===== src/design/nlerp_pkg.sv =====
package nlerp_pkg;

    localparam int FRAC_BITS = 15;
    localparam int QUO_BITS = FRAC_BITS + 1;
    localparam logic [15:0] FRAC_ONE = 16'd32768;
    localparam logic [15:0] FRAC_ZERO = 16'd0;
    localparam int MAG_W = 31;
    localparam int SQ_W = 2 * MAG_W;
    localparam int SUM_W = 64;

    // four components, index 0 = w, 1 = x, 2 = y, 3 = z
    typedef logic [3:0][15:0] quat_t;

    typedef struct packed {
        logic [15:0] frac;
        logic [SUM_W-1:0] sum;
        logic [3:0] neg;
        logic [3:0][SQ_W-1:0] sq;
    } energy_t;

endpackage


===== src/design/nlerp_frac.sv =====
module nlerp_frac #(
    parameter int TIME_BITS = 24
) (
    input  logic clk,
    input  logic rst_n,
    input  logic en,
    input  logic in_valid,
    input  logic [TIME_BITS-1:0] query_time,
    input  logic [TIME_BITS-1:0] first_time,
    input  logic [TIME_BITS-1:0] second_time,
    input  nlerp_pkg::quat_t first_q,
    input  nlerp_pkg::quat_t second_q,
    output logic valid,
    output logic [15:0] frac,
    output nlerp_pkg::quat_t first_o,
    output nlerp_pkg::quat_t second_o
);
    localparam int STEPS = nlerp_pkg::QUO_BITS;

    logic signed [TIME_BITS:0] n_s;
    logic signed [TIME_BITS:0] d_s;
    logic signed [TIME_BITS:0] nn;
    logic signed [TIME_BITS:0] dd;
    logic [TIME_BITS+14:0] dividend;
    logic special_next;
    logic [15:0] fsp_next;

    logic v_reg [0:STEPS];
    logic sp_reg [0:STEPS];
    logic [15:0] fsp_reg [0:STEPS];
    logic [TIME_BITS-1:0] rem_reg [0:STEPS];
    logic [15:0] low_reg [0:STEPS];
    logic [15:0] q_reg [0:STEPS];
    logic [TIME_BITS-1:0] den_reg [0:STEPS];
    nlerp_pkg::quat_t fq_reg [0:STEPS];
    nlerp_pkg::quat_t sq_reg [0:STEPS];

    always_comb
    begin
        n_s = $signed({1'b0, query_time}) - $signed({1'b0, first_time});
        d_s = $signed({1'b0, second_time}) - $signed({1'b0, first_time});
        if (d_s < 0)
        begin
            nn = -n_s;
            dd = -d_s;
        end
        else
        begin
            nn = n_s;
            dd = d_s;
        end
        special_next = (dd == 0) || (nn <= 0) || (nn >= dd);
        if (dd == 0)
            fsp_next = (query_time > first_time) ? nlerp_pkg::FRAC_ONE : nlerp_pkg::FRAC_ZERO;
        else if (nn <= 0)
            fsp_next = nlerp_pkg::FRAC_ZERO;
        else
            fsp_next = nlerp_pkg::FRAC_ONE;
        // n * 2^15 + d / 2, rounding half up after the divide
        dividend = {nn[TIME_BITS-1:0], 15'd0}
                 + (TIME_BITS+15)'(dd[TIME_BITS-1:1]);
    end

    always_ff @(posedge clk or negedge rst_n)
    begin
        if (!rst_n)
            v_reg[0] <= 1'b0;
        else if (en)
            v_reg[0] <= in_valid;
    end

    always_ff @(posedge clk)
    begin
        if (en)
        begin
            sp_reg[0] <= special_next;
            fsp_reg[0] <= fsp_next;
            rem_reg[0] <= TIME_BITS'(dividend >> 16);
            low_reg[0] <= dividend[15:0];
            q_reg[0] <= '0;
            den_reg[0] <= dd[TIME_BITS-1:0];
            fq_reg[0] <= first_q;
            sq_reg[0] <= second_q;
        end
    end

    for (genvar k = 0; k < STEPS; k++)
    begin : g_step
        logic [TIME_BITS:0] shifted;
        logic ge;
        logic [TIME_BITS-1:0] rem_next;

        always_comb
        begin
            shifted = {rem_reg[k], low_reg[k][15]};
            ge = shifted >= {1'b0, den_reg[k]};
            rem_next = ge ? TIME_BITS'(shifted - {1'b0, den_reg[k]})
                          : TIME_BITS'(shifted);
        end

        always_ff @(posedge clk or negedge rst_n)
        begin
            if (!rst_n)
                v_reg[k+1] <= 1'b0;
            else if (en)
                v_reg[k+1] <= v_reg[k];
        end

        always_ff @(posedge clk)
        begin
            if (en)
            begin
                sp_reg[k+1] <= sp_reg[k];
                fsp_reg[k+1] <= fsp_reg[k];
                rem_reg[k+1] <= rem_next;
                low_reg[k+1] <= {low_reg[k][14:0], 1'b0};
                q_reg[k+1] <= {q_reg[k][14:0], ge};
                den_reg[k+1] <= den_reg[k];
                fq_reg[k+1] <= fq_reg[k];
                sq_reg[k+1] <= sq_reg[k];
            end
        end
    end

    assign valid = v_reg[STEPS];
    assign frac = sp_reg[STEPS] ? fsp_reg[STEPS] : q_reg[STEPS];
    assign first_o = fq_reg[STEPS];
    assign second_o = sq_reg[STEPS];

endmodule


===== config.mk =====
export PLATFORM = sky130hd
export DESIGN_NAME = nlerp_frac
export DESIGN_NICKNAME = d
export VERILOG_FILES = /design/src/design/nlerp_pkg.sv /design/src/design/nlerp_frac.sv
export SDC_FILE = /design/constraint.sdc
export NUM_CORES = 2
export LEC_CHECK = 0
export ABC_AREA = 1
export ABC_CLOCK_PERIOD_IN_PS = 3200
export BUFFER_PORTS_ARGS = -buffer_cell sky130_fd_sc_hd__buf_2
export CAP_MARGIN = 20
export CORE_MARGIN = 2
export CORE_UTILIZATION = 40
export DETAILED_ROUTE_END_ITERATION = 10
export GPL_ROUTABILITY_DRIVEN = 0
export SYNTH_ARGS = -nofsm -noshare
export SYNTH_HDL_FRONTEND = slang
export SYNTH_SLANG_ARGS = --single-unit

===== constraint.sdc =====
create_clock -name clk -period 3.2 [get_ports clk]
set_input_delay 0.48 -clock clk [delete_from_list [all_inputs] [get_ports clk]]
set_output_delay 0.48 -clock clk [all_outputs]
set_load 0.01 [all_outputs]

* After elaboration in Yosys (flattened, before gate mapping)
Memories as Yosys holds them, arrays and structs flattened.
Index checks and enable logic that the tools add are counted.
** Operators by class
- Reduce and logical (&&, ||, !) cells :: 3
- $lt $le $gt $ge :: 20
- Add/sub/neg operators :: 21
- Multiplexer cells :: 24
** Operators by type and width (count)
- $ge 25x24->1 :: 16
- $mux 24 :: 16
- $sub 24x24->24 :: 16
- $mux 16 :: 4
- $mux 25 :: 2
- $neg 25->25 :: 2
- $sub 24x24->25 :: 2
- $add 39x23->39 :: 1
- $logic_not 32->1 :: 1
- $ge 25x25->1 :: 1
- $le 25x1->1 const B :: 1
- $lt 25x1->1 const B :: 1
- $gt 24x24->1 :: 1
- $logic_or 1x1->1 :: 2
- $mux 1 :: 2
** Storage, ports and cells
- Memories :: 8
- Bits in writable memories :: 3825
- Bits in registers :: 17
- Bits of input ports :: 204
- Word-level logic and storage cells :: 93
- Output and inout port bits :: 145
** Memories
- fq_reg :: words 17, width 64, read ports 17, clocked after Yosys merged registers in 0, write ports 17, line nlerp_frac.sv:35 : nlerp_pkg::quat_t fq_reg [0:STEPS];
- sq_reg :: words 17, width 64, read ports 17, clocked after Yosys merged registers in 0, write ports 17, line nlerp_frac.sv:36 : nlerp_pkg::quat_t sq_reg [0:STEPS];
- den_reg :: words 17, width 24, read ports 16, clocked after Yosys merged registers in 0, write ports 17, line nlerp_frac.sv:34 : logic [TIME_BITS-1:0] den_reg [0:STEPS];
- rem_reg :: words 17, width 24, read ports 16, clocked after Yosys merged registers in 0, write ports 17, line nlerp_frac.sv:31 : logic [TIME_BITS-1:0] rem_reg [0:STEPS];
- fsp_reg :: words 17, width 16, read ports 17, clocked after Yosys merged registers in 0, write ports 17, line nlerp_frac.sv:30 : logic [15:0] fsp_reg [0:STEPS];
- low_reg :: words 17, width 16, read ports 16, clocked after Yosys merged registers in 0, write ports 17, line nlerp_frac.sv:32 : logic [15:0] low_reg [0:STEPS];
- 2 more memories

* Longest topological paths before layout
- Depth in word-level cells :: 6
- Depth in mapped cells :: 34
- Mapped depth without buffers :: 32

* Worst setup path before layout
No wires, ideal clock.
- Kind :: in2reg
- Start point :: input second_time[0]
- End point :: memory sp_reg[0][0], data pin
- Data arrival time :: 3.930 ns
- Required time :: 2.941 ns
- Cell stages on the path :: 33
- Path slack :: -0.989 ns
- Cells stage by stage :: inv_1 -> ha_1 -> fa_1 -> inv_1 -> nand2_1 -> nand2_1 -> nand3_2 -> nand2_2 -> nand2_1 -> nand3_4 -> inv_4 -> buf_6 -> buf_6 -> buf_2 -> or2_2 -> o21ai_0 -> inv_1 -> ha_1 -> nand2_1 -> nor2_1 -> a211oi_1 -> o21ai_0 -> nand3_1 -> nand2_1 -> a21boi_0 -> o31ai_1 -> nand4_1 -> nand2_1 -> nand2_1 -> nand2_1 -> nand2_1 -> nand3_1 -> nand3_1
** RTL lines
- start, declared :: line nlerp_frac.sv:10 : input logic [TIME_BITS-1:0] second_time,
- end, declared :: line nlerp_frac.sv:29 : logic sp_reg [0:STEPS];

==> results by group <==
Run status
  • Status: finished with violations
  • Failing checks: negative setup slack

Place
  • PortBufs: 348
  • Dpl hpwl: 147 mm
  • Dpl cell area: 134,000 µm²
  • Pre-CTS setup slack: -1.41 ns
  • Placed insts: 13,100

Global route
  • Largest net degree at the start of global routing: 120
  • Initial antenna violation count: 8
  • Gr usage total: 0.135
  • First-pass GRT wire length: 341 mm
  • Vias in the first global route: 67,400
  • GRT overflow: 0

Final layout
  • Layout cell share with drive strength beyond 1: 0.207
  • Area Growth Syn to Fin: 21.7%
  • Cell Count, Final, Fillers Out: 13,900
  • Final net count: 10,300
  • Final Cell Area: 149,000 µm²

Detailed routing
  • Number of remaining DRC errors: 0
  • Via/cell ratio: 4.75
  • Post-DRT Antenna Nets: 0
  • Initial drt markers: 4,281
  • DR pass1 iterations: 6
  • Via count: 65,900
  • WL/cell: 15.6 µm
  • WL final: 216 mm

Clock network
  • Deepest clock path buffer count: 4
  • Num Clock Sinks: 3,131
  • Htree depth: 5
  • Clock latency on the worst-skew pair: 0.92 ns
  • Num CTS Buffers: 326
  • CTS clk-pin slew, worst paths: 0.06 ns
  • CTS tree: yes
  • CTS Root Buffer Type: clkbuf_16

Yosys
  • Synth warn: 0
  • Post-Syn Area: 122,000 µm²
  • Synth area leaders: edfxtp_1, ha_1, nand2_1
  • Synth unique cells: 63
  • Seq/Total Area, Yosys: 0.769
  • Leading area contributor after synthesis: edfxtp_1
  • Post-synth top area share: 0.766
  • Syn Area/Cell: 15.0 µm²
  • Seq cells post-synth: 3,131
  • Post-synth EDFFs: 3,114
  • Mapped Cells: 8,165
  • Asr flop ratio synth: 0.00543
  • Syn_nets: 8,849
  • Most used flip-flop cell after synthesis: edfxtp_1

Timing
  • Count of final setup violators: 19
  • RSZ-0062 raised after global routing: yes
  • Max-slew violation count: 0
  • Period utilization: 1.06
  • Worst Setup Slack, final: -0.189 ns
  • Fmax: 0.295 GHz
  • Hold Vio Cnt, Final: 0
  • Final Critical Period: 3.39 ns
  • Worst slew pin tran: 0.859 ns
  • Skew final: 0.0776 ns
  • Max-slew headroom: 0.427

Setup path
  • Most frequent CP cell: nand2_1
  • Crit start category: input pin
  • CP max stage cell: fa_2
  • Max FO, Critical Path: 4
  • CP endpoint kind: register
  • Setup CP Type: in -> reg
  • Biggest cell delay along the critical path: 0.35 ns
  • Crit path DAT: 4.03 ns
  • Worst EP required: 3.84 ns

Power
  • Power density over the cells: 835 nW/µm²
  • Leakage Power: 57.4 nW
  • VDD IR-drop max: 0.529 mV

Floorplan
  • Cell Rows: 202
  • Starting Density: 0.403
  • Chip Height: 557 µm
  • Die W: 557 µm
  • Core ar.: 303,000 µm²
  • Die area: 310,000 µm²
  • IO Pins: 349

Job
  • Max-Cap Viols: 0

Worst hold path
  • Hold Path Class: in -> reg
cell usage after synthesis, types with 18 or more instances:
cell / instances
o21ai_1: 46
a31oi_1: 29
clkbuf_1: 65
nor2_1: 319
xor2_1: 152
ha_1: 462
inv_2: 23
a21oi_1: 460
nor4_1: 32
o21ai_0: 452
xnor2_1: 198
edfxtp_1: 3114
nand2_2: 51
nand3_1: 226
fa_1: 18
o211ai_1: 23
nand4_1: 69
nand2_1: 1246
inv_1: 861
nor3_1: 54
metal layers:
| layer | up-vias | track usage | share of wire |
|---|---|---|---|
| met5 | - | 0 | 0.00017 |
| met4 | 6 | 0.0783 | 0.059 |
| met3 | 654 | 0.0214 | 0.042 |
| met2 | 1531 | 0.232 | 0.49 |
| met1 | 31300 | 0.160 | 0.41 |
| li1 | 32400 | - | - |
critical path: cells and delay by family:
family	cells	cell delay [ns]
AO/OA/AOI/OAI	1	0.18
adder cells (fa/ha/maj)	3	0.75
buffers and inverters	7	0.77
AND/OR/NAND/NOR	19	1.81
per-stage QoR:
stage	util	total power, mW	TNS (ns)	hold slack, ns
floorplan	-	74.8	-13.20	0.184
global placement	0.443	84.3	-33.63	0.400
detailed placement	0.443	85.5	-34.33	0.405
CTS	0.485	124	-0.0800	0.0997
global route	0.490	131	-5.11	0.139
finish	0.490	124	-1.60	0.230
kinds of logic (layout without fill, tap and decap cells):
| family | count (synthesis) | count (layout) | synth area share |
|---|---|---|---|
| flip-flops | 3131 | 3131 | 0.769 |
| AND/OR/NAND/NOR | 2087 | 2087 | 0.0736 |
| AO/OA/AOI/OAI | 1135 | 1135 | 0.0506 |
| buffers and inverters | 973 | 2690 | 0.0304 |
| adder cells (fa/ha/maj) | 480 | 480 | 0.0503 |
| XOR/XNOR | 357 | 357 | 0.0260 |
| multiplexers | 2 | 2 | 0.000184 |
| other | 0 | 3 | 0 |
power breakdown:
part	switching, mW	total (mW)	leakage, nW	internal, mW
Sequential	2.28	54.5	30.7	52.2
Combinational	18.9	33.0	21.6	14.2
Clock	15.4	36.7	5.10	21.3
Total	36.5	124	57.4	87.7
what timing repair did:
item	in CTS	in global routing
hold buffers	131	0
cloned	0	5
gates resized for setup	142	311
endpoints found under the hold margin	146	0
setup buffers	28	52
endpoints found under the setup margin	58	254
pin swaps	62	138
path summary, 6_finish.rpt:
kind,startpoint,end,slack [ns],depth (start not counted)
min in group asynchronous,rst_n,v_reg[16],0.76,3
min,en,sp_reg[0][15],0.23,1
min reg2reg,fq_reg[10][59],fq_reg[11][59],0.35,0
max reg2reg,den_reg[0][194],rem_reg[0][221],0.10,19
max,second_time[0],rem_reg[0][17],-0.19,30
max in group asynchronous,rst_n,v_reg[10],1.96,3
cells in the final DEF, fill, tap and decap left out, types with 19 or more instances in the layout:
cell / n
o21ai_2: 47
buf_4: 646
nor2_1: 263
o21ai_0: 406
ha_4: 31
bufinv_16: 27
nand2_4: 19
buf_2: 345
xnor2_1: 198
o21ai_1: 53
nand3_2: 36
buf_12: 70
nand4_1: 69
ha_1: 419
edfxtp_1: 3114
nand3_1: 200
nand2_2: 95
clkinv_1: 71
inv_1: 834
a31oi_1: 23
nand2_1: 1190
nor2_2: 56
inv_2: 47
a21oi_1: 408
nor2_4: 22
a21oi_2: 52
xor2_1: 144
o211ai_1: 23
nor4_1: 32
nor3_1: 47
clkinv_2: 46
clkbuf_1: 71
dlygate4sd3_1: 131
clkbuf_16: 334
final cells by class:
type                            instances  area, µm²
Multi-Input combinational cell       4061      26200
Timing Repair Buffer                 1213       9580
Antenna cell                            3       7.51
Inverter                              890       3360
Tap cell                             3978       4980
Sequential cell                      3131      93900
Clock buffer                          401       8520
Fill cell                           25300     155000
Clock inverter                        186       2070
Note: power is estimated with default switching activity, not from simulation.
